--- src/sv/idps_pkg.sv ---
package idps_pkg;

   // Field widths fixed by the interface
   localparam int TIME_W   = 16;
   localparam int OP_W     = 3;
   localparam int STAGE_W  = 2;
   localparam int EVENT_W  = 3;
   localparam int CVAL_W   = 4;
   localparam int MODE_W   = 2;
   localparam int CSR_IDX_W  = 2;
   localparam int CSR_DATA_W = 16;

   // Default parameter values
   localparam int SHORT_PERIOD_MS_DEF  = 100;
   localparam int SECOND_PERIOD_MS_DEF = 1000;
   localparam int SAVER_IDLE_LIMIT_DEF = 9000;
   localparam int COUNTDOWN_START_DEF  = 10;

   // Register reset values
   localparam logic [TIME_W-1:0] DEMO_WAIT_LIMIT_RST  = 16'd3000;
   localparam logic [TIME_W-1:0] SET_TIME_CEILING_RST = 16'd9000;
   localparam logic              SAVER_ENABLE_RST     = 1'b1;

   localparam logic [TIME_W-1:0] TIME_MAX = 16'hFFFF;

   typedef enum logic [OP_W-1:0] {
      OP_TICK    = 3'd0,
      OP_PROCESS = 3'd1,
      OP_CLEAR   = 3'd2,
      OP_SET     = 3'd3,
      OP_QUICK   = 3'd4
   } op_type;

   localparam logic [STAGE_W-1:0] STAGE_USER = 2'd0;
   localparam logic [STAGE_W-1:0] STAGE_ENGR = 2'd1;

   typedef enum logic [MODE_W-1:0] {
      MODE_IDLE  = 2'd0,
      MODE_DEMO  = 2'd1,
      MODE_COUNT = 2'd2,
      MODE_LOW   = 2'd3
   } mode_type;

   typedef enum logic [EVENT_W-1:0] {
      EV_NONE       = 3'd0,
      EV_STEP       = 3'd1,
      EV_DEMO       = 3'd2,
      EV_QUIT_DEMO  = 3'd3,
      EV_QUIT_COUNT = 3'd4,
      EV_LOW        = 3'd5
   } event_type;

   typedef enum logic [CSR_IDX_W-1:0] {
      CSR_DEMO_WAIT_LIMIT  = 2'd0,
      CSR_SET_TIME_CEILING = 2'd1,
      CSR_SAVER_ENABLE     = 2'd2
   } csr_index_type;

   typedef struct packed {
      logic [TIME_W-1:0] demo_wait_limit;
      logic [TIME_W-1:0] set_time_ceiling;
      logic              saver_enable;
   } cfg_type;

   typedef struct packed {
      logic [OP_W-1:0]    op;
      logic [STAGE_W-1:0] stage_class;
      logic               key_pressed;
      logic [TIME_W-1:0]  time_value;
   } req_item_type;

   typedef struct packed {
      logic [EVENT_W-1:0] event_kind;
      logic [CVAL_W-1:0]  countdown_value;
      logic [MODE_W-1:0]  mode_state;
   } rsp_item_type;

   // Timebase controls from the mode unit
   typedef struct packed {
      logic tick;
      logic short_flag_clr;
      logic second_flag_clr;
      logic second_count_clr;
   } tb_ctl_type;

   typedef struct packed {
      logic short_flag;
      logic second_flag;
   } tb_flags_type;

endpackage

--- src/sv/idps_timebase.sv ---
module idps_timebase #(
   parameter int SHORT_PERIOD_MS  = idps_pkg::SHORT_PERIOD_MS_DEF,
   parameter int SECOND_PERIOD_MS = idps_pkg::SECOND_PERIOD_MS_DEF
) (
   input  logic                   clock,
   input  logic                   reset,
   input  idps_pkg::tb_ctl_type   ctl,
   output idps_pkg::tb_flags_type flags
);

   localparam int SHORT_W  = $clog2(SHORT_PERIOD_MS + 1);
   localparam int SECOND_W = $clog2(SECOND_PERIOD_MS + 1);

   logic [SHORT_W-1:0]  short_count_ff, short_count_in, short_inc;
   logic [SECOND_W-1:0] second_count_ff, second_count_in, second_inc;
   logic                short_flag_ff, short_flag_in;
   logic                second_flag_ff, second_flag_in;

   assign short_inc  = short_count_ff + 1'b1;
   assign second_inc = second_count_ff + 1'b1;

   // 100 ms divider
   always_comb begin
      short_count_in = short_count_ff;
      short_flag_in  = short_flag_ff;
      if (ctl.tick) begin
         if (short_inc >= SHORT_W'(SHORT_PERIOD_MS)) begin
            short_count_in = '0;
            short_flag_in  = 1'b1;
         end else begin
            short_count_in = short_inc;
         end
      end else if (ctl.short_flag_clr) begin
         short_flag_in = 1'b0;
      end
   end

   // 1 s divider; the mode unit may restart it
   always_comb begin
      second_count_in = second_count_ff;
      second_flag_in  = second_flag_ff;
      if (ctl.tick) begin
         if (second_inc >= SECOND_W'(SECOND_PERIOD_MS)) begin
            second_count_in = '0;
            second_flag_in  = 1'b1;
         end else begin
            second_count_in = second_inc;
         end
      end else begin
         if (ctl.second_count_clr) begin
            second_count_in = '0;
         end
         if (ctl.second_flag_clr) begin
            second_flag_in = 1'b0;
         end
      end
   end

   always_ff @(posedge clock) begin
      if (reset) begin
         short_count_ff  <= '0;
         second_count_ff <= '0;
         short_flag_ff   <= 1'b0;
         second_flag_ff  <= 1'b0;
      end else begin
         short_count_ff  <= short_count_in;
         second_count_ff <= second_count_in;
         short_flag_ff   <= short_flag_in;
         second_flag_ff  <= second_flag_in;
      end
   end

   assign flags.short_flag  = short_flag_ff;
   assign flags.second_flag = second_flag_ff;

endmodule

--- src/sv/idps_mode_unit.sv ---
module idps_mode_unit #(
   parameter int SAVER_IDLE_LIMIT = idps_pkg::SAVER_IDLE_LIMIT_DEF,
   parameter int COUNTDOWN_START  = idps_pkg::COUNTDOWN_START_DEF
) (
   input  logic                   clock,
   input  logic                   reset,
   input  logic                   advance,
   input  idps_pkg::req_item_type item,
   input  idps_pkg::cfg_type      cfg,
   input  idps_pkg::tb_flags_type flags,
   output idps_pkg::tb_ctl_type   tb_ctl,
   output idps_pkg::rsp_item_type result
);

   localparam logic [idps_pkg::TIME_W-1:0] SAVER_LIM = idps_pkg::TIME_W'(SAVER_IDLE_LIMIT);
   localparam logic [idps_pkg::CVAL_W-1:0] CD_START  = idps_pkg::CVAL_W'(COUNTDOWN_START);

   idps_pkg::mode_type             mode_ff, mode_in;
   logic [idps_pkg::TIME_W-1:0]    idle_time_ff, idle_time_in;
   logic [idps_pkg::CVAL_W-1:0]    countdown_ff, countdown_in;
   idps_pkg::event_type            event_kind;
   logic [idps_pkg::CVAL_W-1:0]    cval;
   idps_pkg::tb_ctl_type           ctl;

   // Shared decode
   logic                           blocked;
   logic [idps_pkg::TIME_W-1:0]    idle_eff;
   logic [idps_pkg::TIME_W-1:0]    idle_bump;
   logic                           saver_due;
   logic                           demo_due;
   logic                           cd_more;

   // engineering stage counts as user once past the demo limit
   assign blocked  = (item.stage_class != idps_pkg::STAGE_USER) &&
                     !((item.stage_class == idps_pkg::STAGE_ENGR) &&
                       (idle_time_ff > cfg.demo_wait_limit));
   // a key in idle clears the timer before the flag is looked at
   assign idle_eff = (mode_ff == idps_pkg::MODE_IDLE && item.key_pressed) ? '0 : idle_time_ff;
   assign idle_bump = (idle_eff == idps_pkg::TIME_MAX) ? idle_eff : idle_eff + 1'b1;
   assign saver_due = (idle_eff >= SAVER_LIM) && cfg.saver_enable;
   assign demo_due  = (idle_eff >= cfg.demo_wait_limit);
   assign cd_more   = (countdown_ff > idps_pkg::CVAL_W'(1));

   // Next mode
   always_comb begin
      mode_in = mode_ff;
      case (idps_pkg::op_type'(item.op))
         idps_pkg::OP_CLEAR: begin
            mode_in = idps_pkg::MODE_IDLE;
         end
         idps_pkg::OP_PROCESS: begin
            if (blocked) begin
               mode_in = idps_pkg::MODE_IDLE;
            end else begin
               case (mode_ff)
                  idps_pkg::MODE_IDLE: begin
                     if (flags.short_flag) begin
                        if (saver_due) begin
                           mode_in = idps_pkg::MODE_COUNT;
                        end else if (demo_due) begin
                           mode_in = idps_pkg::MODE_DEMO;
                        end
                     end
                  end
                  idps_pkg::MODE_DEMO: begin
                     if (item.key_pressed) begin
                        mode_in = idps_pkg::MODE_IDLE;
                     end else if (flags.short_flag && saver_due) begin
                        mode_in = idps_pkg::MODE_COUNT;
                     end
                  end
                  idps_pkg::MODE_COUNT: begin
                     if (item.key_pressed) begin
                        mode_in = idps_pkg::MODE_IDLE;
                     end else if (flags.second_flag && !cd_more) begin
                        mode_in = idps_pkg::MODE_LOW;
                     end
                  end
                  default: begin
                     mode_in = idps_pkg::MODE_IDLE;
                  end
               endcase
            end
         end
         default: begin
            mode_in = mode_ff;
         end
      endcase
   end

   // Timer, countdown, events and timebase controls
   always_comb begin
      idle_time_in = idle_time_ff;
      countdown_in = countdown_ff;
      event_kind   = idps_pkg::EV_NONE;
      cval         = '0;
      ctl          = '0;
      case (idps_pkg::op_type'(item.op))
         idps_pkg::OP_TICK: begin
            ctl.tick = 1'b1;
         end
         idps_pkg::OP_CLEAR: begin
            idle_time_in = '0;
         end
         idps_pkg::OP_SET: begin
            idle_time_in = (item.time_value >= cfg.set_time_ceiling) ?
                           cfg.set_time_ceiling : item.time_value;
         end
         idps_pkg::OP_QUICK: begin
            idle_time_in = SAVER_LIM;
         end
         idps_pkg::OP_PROCESS: begin
            if (blocked) begin
               idle_time_in = '0;
            end else begin
               case (mode_ff)
                  idps_pkg::MODE_IDLE: begin
                     idle_time_in = idle_eff;
                     if (flags.short_flag) begin
                        ctl.short_flag_clr = 1'b1;
                        if (saver_due) begin
                           ctl.second_flag_clr  = 1'b1;
                           ctl.second_count_clr = 1'b1;
                           event_kind = idps_pkg::EV_STEP;
                           cval       = countdown_ff;
                        end else if (demo_due) begin
                           event_kind = idps_pkg::EV_DEMO;
                        end else begin
                           idle_time_in = idle_bump;
                        end
                     end
                  end
                  idps_pkg::MODE_DEMO: begin
                     if (item.key_pressed) begin
                        idle_time_in       = '0;
                        ctl.short_flag_clr = 1'b1;
                        event_kind         = idps_pkg::EV_QUIT_DEMO;
                     end else if (flags.short_flag) begin
                        ctl.short_flag_clr = 1'b1;
                        if (saver_due) begin
                           ctl.second_flag_clr  = 1'b1;
                           ctl.second_count_clr = 1'b1;
                           event_kind = idps_pkg::EV_STEP;
                           cval       = countdown_ff;
                        end else begin
                           idle_time_in = idle_bump;
                        end
                     end
                  end
                  idps_pkg::MODE_COUNT: begin
                     if (item.key_pressed) begin
                        ctl.second_flag_clr = 1'b1;
                        countdown_in        = CD_START;
                        idle_time_in        = '0;
                        event_kind          = idps_pkg::EV_QUIT_COUNT;
                     end else if (flags.second_flag) begin
                        ctl.second_flag_clr  = 1'b1;
                        ctl.second_count_clr = 1'b1;
                        if (cd_more) begin
                           countdown_in = countdown_ff - 1'b1;
                           event_kind   = idps_pkg::EV_STEP;
                           cval         = countdown_ff - 1'b1;
                        end else begin
                           event_kind = idps_pkg::EV_LOW;
                        end
                     end
                  end
                  default: begin
                     // wake-up from low power
                     idle_time_in         = '0;
                     countdown_in         = CD_START;
                     ctl.second_flag_clr  = 1'b1;
                     ctl.second_count_clr = 1'b1;
                  end
               endcase
            end
         end
         default: begin
            idle_time_in = idle_time_ff;
         end
      endcase
   end

   always_ff @(posedge clock) begin
      if (reset) begin
         mode_ff      <= idps_pkg::MODE_IDLE;
         idle_time_ff <= '0;
         countdown_ff <= CD_START;
      end else if (advance) begin
         mode_ff      <= mode_in;
         idle_time_ff <= idle_time_in;
         countdown_ff <= countdown_in;
      end
   end

   assign tb_ctl.tick             = advance && ctl.tick;
   assign tb_ctl.short_flag_clr   = advance && ctl.short_flag_clr;
   assign tb_ctl.second_flag_clr  = advance && ctl.second_flag_clr;
   assign tb_ctl.second_count_clr = advance && ctl.second_count_clr;

   assign result.event_kind      = event_kind;
   assign result.countdown_value = cval;
   assign result.mode_state      = mode_in;

endmodule

--- src/sv/idle_power_down_sequencer_core.sv ---
// An accepted request item passes the input register, then the result register,
// to become its response item; the mode unit settles each item in a single pass.
// Throughput: one item per cycle while the response channel is not stalled.
// Reset (synchronous, active high) empties both registers, returns to idle
// with timer and dividers cleared and the countdown reloaded, and restores
// the register defaults.
module idle_power_down_sequencer_core #(
   parameter int SHORT_PERIOD_MS  = idps_pkg::SHORT_PERIOD_MS_DEF,
   parameter int SECOND_PERIOD_MS = idps_pkg::SECOND_PERIOD_MS_DEF,
   parameter int SAVER_IDLE_LIMIT = idps_pkg::SAVER_IDLE_LIMIT_DEF,
   parameter int COUNTDOWN_START  = idps_pkg::COUNTDOWN_START_DEF
) (
   input  logic                              clock,
   input  logic                              reset,
   // request channel
   input  logic                              req_valid,
   output logic                              req_stall,
   input  logic [idps_pkg::OP_W-1:0]         req_op,
   input  logic [idps_pkg::STAGE_W-1:0]      req_stage_class,
   input  logic                              req_key_pressed,
   input  logic [idps_pkg::TIME_W-1:0]       req_time_value,
   // response channel
   output logic                              rsp_valid,
   input  logic                              rsp_stall,
   output logic [idps_pkg::EVENT_W-1:0]      rsp_event_kind,
   output logic [idps_pkg::CVAL_W-1:0]       rsp_countdown_value,
   output logic [idps_pkg::MODE_W-1:0]       rsp_mode_state,
   // configuration
   input  logic                              csr_we,
   input  logic [idps_pkg::CSR_IDX_W-1:0]    csr_index,
   input  logic [idps_pkg::CSR_DATA_W-1:0]   csr_wdata
);

   logic                   in_valid_ff;
   idps_pkg::req_item_type in_item_ff;
   logic                   out_valid_ff;
   idps_pkg::rsp_item_type out_item_ff;
   logic                   advance;
   logic                   req_take;
   idps_pkg::cfg_type      cfg_ff;
   idps_pkg::tb_ctl_type   tb_ctl;
   idps_pkg::tb_flags_type tb_flags;
   idps_pkg::rsp_item_type result;

   // Handshake: the item in the input register moves on when the result slot frees
   assign advance   = in_valid_ff && (!out_valid_ff || !rsp_stall);
   assign req_stall = in_valid_ff && !advance;
   assign req_take  = req_valid && !req_stall;

   // Configuration registers
   always_ff @(posedge clock) begin
      if (reset) begin
         cfg_ff.demo_wait_limit  <= idps_pkg::DEMO_WAIT_LIMIT_RST;
         cfg_ff.set_time_ceiling <= idps_pkg::SET_TIME_CEILING_RST;
         cfg_ff.saver_enable     <= idps_pkg::SAVER_ENABLE_RST;
      end else if (csr_we) begin
         case (idps_pkg::csr_index_type'(csr_index))
            idps_pkg::CSR_DEMO_WAIT_LIMIT:  cfg_ff.demo_wait_limit  <= csr_wdata;
            idps_pkg::CSR_SET_TIME_CEILING: cfg_ff.set_time_ceiling <= csr_wdata;
            idps_pkg::CSR_SAVER_ENABLE:     cfg_ff.saver_enable     <= csr_wdata[0];
            default: begin
               cfg_ff <= cfg_ff;
            end
         endcase
      end
   end

   // Input register
   always_ff @(posedge clock) begin
      if (reset) begin
         in_valid_ff <= 1'b0;
      end else if (req_take) begin
         in_valid_ff <= 1'b1;
      end else if (advance) begin
         in_valid_ff <= 1'b0;
      end
   end

   always_ff @(posedge clock) begin
      if (req_take) begin
         in_item_ff.op          <= req_op;
         in_item_ff.stage_class <= req_stage_class;
         in_item_ff.key_pressed <= req_key_pressed;
         in_item_ff.time_value  <= req_time_value;
      end
   end

   idps_timebase #(
      .SHORT_PERIOD_MS  (SHORT_PERIOD_MS),
      .SECOND_PERIOD_MS (SECOND_PERIOD_MS)
   ) u_timebase (
      .clock (clock),
      .reset (reset),
      .ctl   (tb_ctl),
      .flags (tb_flags)
   );

   idps_mode_unit #(
      .SAVER_IDLE_LIMIT (SAVER_IDLE_LIMIT),
      .COUNTDOWN_START  (COUNTDOWN_START)
   ) u_mode (
      .clock   (clock),
      .reset   (reset),
      .advance (advance),
      .item    (in_item_ff),
      .cfg     (cfg_ff),
      .flags   (tb_flags),
      .tb_ctl  (tb_ctl),
      .result  (result)
   );

   // Result register
   always_ff @(posedge clock) begin
      if (reset) begin
         out_valid_ff <= 1'b0;
      end else if (advance) begin
         out_valid_ff <= 1'b1;
      end else if (!rsp_stall) begin
         out_valid_ff <= 1'b0;
      end
   end

   always_ff @(posedge clock) begin
      if (advance) begin
         out_item_ff <= result;
      end
   end

   assign rsp_valid           = out_valid_ff;
   assign rsp_event_kind      = out_item_ff.event_kind;
   assign rsp_countdown_value = out_item_ff.countdown_value;
   assign rsp_mode_state      = out_item_ff.mode_state;

endmodule

--- config.mk ---
export PLATFORM = sky130hd
export DESIGN_NAME = idle_power_down_sequencer_core
export DESIGN_NICKNAME = d
export VERILOG_FILES = /design/src/sv/idps_pkg.sv /design/src/sv/idps_timebase.sv /design/src/sv/idps_mode_unit.sv /design/src/sv/idle_power_down_sequencer_core.sv
export SDC_FILE = /design/constraint.sdc
export NUM_CORES = 1
export LEC_CHECK = 0
export ABC_AREA = 0
export BUFFER_PORTS_ARGS = -buffer_cell sky130_fd_sc_hd__buf_2
export CAP_MARGIN = 20
export CORE_MARGIN = 2
export CORE_UTILIZATION = 45
export DETAILED_ROUTE_END_ITERATION = 10
export GPL_TIMING_DRIVEN = 0
export PLACE_DENSITY_LB_ADDON = 0.05
export SLEW_MARGIN = 20
export SYNTH_ARGS = -nofsm -noshare
export SYNTH_HDL_FRONTEND = slang
export SYNTH_SLANG_ARGS = --single-unit
--- constraint.sdc ---
create_clock -name clock -period 9.9 [get_ports clock]
set_input_delay 1.485 -clock clock [delete_from_list [all_inputs] [get_ports clock]]
set_output_delay 1.485 -clock clock [all_outputs]
set_load 0.02 [all_outputs]
==> results.cfg <==
[logic_synthesis]
syn_nets = 917
synthSimpleGateAreaFrac_pct = 23.9
ys.warnings.count = 0
summed_instance_area_of_the_synthesized_netlist_um2 = 6790
synth_top_family_by_area = simple AND/OR/NAND/NOR gates
yosys_register_bits = 107
synth_xor_xnor_area_share_pct = 1.03
async_reset_ff_share_pct = 0
synth_compound_gate_area_share_pct = 21.2
adder_cell_share_of_the_synthesized_area_pct = 9.95
synth_edf_count = 31
synth_seq_area_share_pct = 36.1
syn_avg_cell_area_um2 = 8.30
post_synth_inst_count = 818
synth_flop_cell = dfxtp_1
synth_cell_types = 81
yosys-mux-area-fraction_pct = 2.65

[routing]
drt_iter0_drc = 614
post_detailed_route_via_to_cell_ratio = 5.97
wirelength_um = 20800
post_drt_wl_per_cell_um = 19.4
drt.antenna.violating_nets = 0
num_vias = 6397
detail_route.first_pass.iterations = 5
remaining_drc_errors = 0

[cts]
cts.root.buffer_cell = clkbuf_16
post_cts_resize_count = 0
cts_hold_buffers = 0
worst_setup_hold_path_clk_slew_ns = 0.08
ctsLongestPathBuffers = 2
cts.repair_timing.setup_buffer_count = 0
cts_sinks = 107
tritoncts = built
worst_skew_pair.late_latency_ns = 0.36
cts_made_buffers = 9
clock_tree.htree_level_count = 3

[global_routing]
first_global_vias = 6016
grt_max_degree = 23
use_met1_pct = 36.4
grt_antenna_before_repair = 0
groute.usage.overall_pct = 26.4
grtUsageMet2_pct = 42.4
busiest_layer = met2
met3_usage_pct = 3.37
total_gr_overflow = 0
first_pass_grt_wire_length_um = 33000

[critical_path]
worstPathRequired_ns = 10.14
path_cells = buf_4, or3b_4, buf_2, clkbuf_1, nand2_1, inv_1, ha_1, nand4_1, nor4_1, a41oi_2, nand4_4, or2_0, nor3_1, or3_1, a22o_1
critPathBufInv = 4
crit_path_max_fanout = 10
worst-endpoint-arrival_ns = 4.95
critical_path_endpoint_category = flop
worst_path_dominant_cell_family = simple AND/OR/NAND/NOR gates
cpMaxStageDelayCell = nor4_1
max_stage_delay_ns = 0.87
start_kind = flop
timing.setup.critical_path_class = reg2reg

[pwr]
leakage_nw = 3.01
peak_supply_drop_v = 0.0000882
p_per_area_nw_per_um2 = 125

[outcome]
run_status = finished, final reports clean

[timing]
setup_viol = 0
hold_viol_final = 0
slew_violations = 0
max-slew-margin-rel_pct = 34.4
final_period_minus_worst_setup_slack_ns = 4.71
fin_worst_skew_ns = 0.0114
worst_pin_slew_ns = 0.974
max_freq_mhz = 212
finalSetupTns_ns = 0
post-route-period-util_pct = 47.6
rsz0062_at_grt = false

[job]
drv_cap = 0

[finish]
antenna-diode-count = 0
fill_cells = 1388
fin_nets = 982
synthToLayoutAreaGrowth_pct = 11.9
stdcell_count = 1072
finalInstanceArea_um2 = 7600
layout-drive-gt1-share_pct = 11.8

[place]
place_area_um2 = 7300
placedCellCount = 1056
final_weighted_congestion_of_routability_driven_global_placement = 1.01
place.detailed.hpwl_um = 16300
port_buffers = 54

[die]
floorplan.die.width_um = 127
chipHeight_um = 127
floorplan.rows = 44
placeableCoreArea_um2 = 14600
die_outline_area_um2 = 16100
io_pins = 56
start_util_pct = 46.4

[worst_hold_path]
min-delay-path-class = reg2reg
-- worst reg2reg max path: cells and delay by family, from the launching register on --
family	cells	cell delay, ns
buf+inv	4	0.78
fa+ha+maj	1	0.30
simple gates	8	2.65
flops	1	0.30
compound gates	2	0.55
-- final timing paths --
kind / startpoint / endpoint / slack [ns] / cells after the start
hold / removal: cfg_ff[23]$_SDFFE_PP0P_ / cfg_ff[23]$_SDFFE_PP0P_ / 0.47 / 2
setup reg to reg: u_mode.mode_ff[1]$_SDFFE_PP0P_ / u_mode.idle_time_ff[14]$_SDFFE_PP0P_ / 5.19 / 15
setup / recovery: u_mode.mode_ff[1]$_SDFFE_PP0P_ / u_mode.idle_time_ff[14]$_SDFFE_PP0P_ / 5.19 / 15
hold reg to reg: cfg_ff[23]$_SDFFE_PP0P_ / cfg_ff[23]$_SDFFE_PP0P_ / 0.47 / 2
-- metal layers --
metal	routed length [µm]	part of all wire [%]
met5	0	0
met4	603	2.9
met3	1010	4.9
met2	9530	46
met1	9690	47
-- registers in the layout (all words and copies together), names as in the netlist --
signal	count
rsp_countdown_value	4
u_timebase.short_flag_ff	1
cfg_ff	33
rsp_event_kind	3
in_valid_ff	1
u_mode.mode_ff	2
u_timebase.second_flag_ff	1
u_timebase.second_count_ff	10
rsp_mode_state	2
in_item_ff	22
u_mode.idle_time_ff	16
u_timebase.short_count_ff	7
rsp_valid	1
u_mode.countdown_ff	4
-- layout make-up --
cell class                      count  area (µm²)  area share (%)
Multi-Input combinational cell    625        3990            52.6
Sequential cell                   107        2450            32.3
Timing Repair Buffer               54         270            3.56
Clock buffer                       10         239            3.15
Tap cell                          184         230            3.03
Inverter                           53         199            2.62
Buffer                             33         153            2.01
Clock inverter                      6        60.1           0.791
-- cell families (layout without fill, tap and decap cells) --
kind of cell	Yosys count	count (layout)
AO/OA/AOI/OAI	221	221
XOR/XNOR	8	8
adder cells (fa/ha/maj)	54	54
buffers and inverters	86	156
flip-flops	107	107
multiplexers	18	18
AND/OR/NAND/NOR	324	324
-- stage by stage --
step           utilization (%)  total power [mW]  setup slack, ns  hold WS, ns
5_1_grt                   51.9             0.988             5.03        0.502
2_1_floorplan                -             0.548             6.36        0.436
3_5_place_dp              49.8             0.591             5.29        0.458
3_3_place_gp              49.8             0.589             5.24        0.451
6_report                  51.9             0.950             5.19        0.472
4_1_cts                   51.9             0.959             5.27        0.471
-- cells in the final DEF (no fill, tap or decap), types with 6 or more instances in the layout --
master	instances
nor4_1	8
a31oi_1	12
nand3b_1	8
buf_2	59
dfxtp_1	76
mux2i_1	18
clkbuf_1	24
ha_1	54
and3_1	11
nand2b_1	8
nand3_1	26
nor3b_1	6
o211ai_1	9
nand4_1	14
a211o_1	14
a21oi_1	82
inv_1	52
or3_1	8
nand2_1	97
and2_1	6
edfxtp_1	31
clkbuf_16	9
o21ai_0	41
nor2b_1	8
nor2_1	79
nor3_1	17
-- power breakdown --
group | switching, mW | total, mW | internal, mW
Combinational | 0.0703 | 0.108 | 0.0381
Sequential | 0.00863 | 0.473 | 0.465
Clock | 0.183 | 0.368 | 0.185
Total | 0.262 | 0.950 | 0.688
-- cell usage after synthesis, types with 9 or more instances --
library cell	count	area share (%)
nand2_1	97	5.4
a21oi_1	82	6.0
edfxtp_1	31	14
inv_1	52	2.9
clkbuf_1	24	1.3
nand4_1	14	1.3
ha_1	54	10
nand3_1	26	1.9
o211ai_1	9	0.99
and3_1	11	1.0
mux2i_1	18	2.7
nor2_1	79	4.4
dfxtp_1	76	22
nor3_1	17	1.3
o21ai_0	41	3.0
a211o_1	14	1.8
nor2b_1	9	0.83
a31oi_1	12	1.1
(Power assumes the default switching activity.)
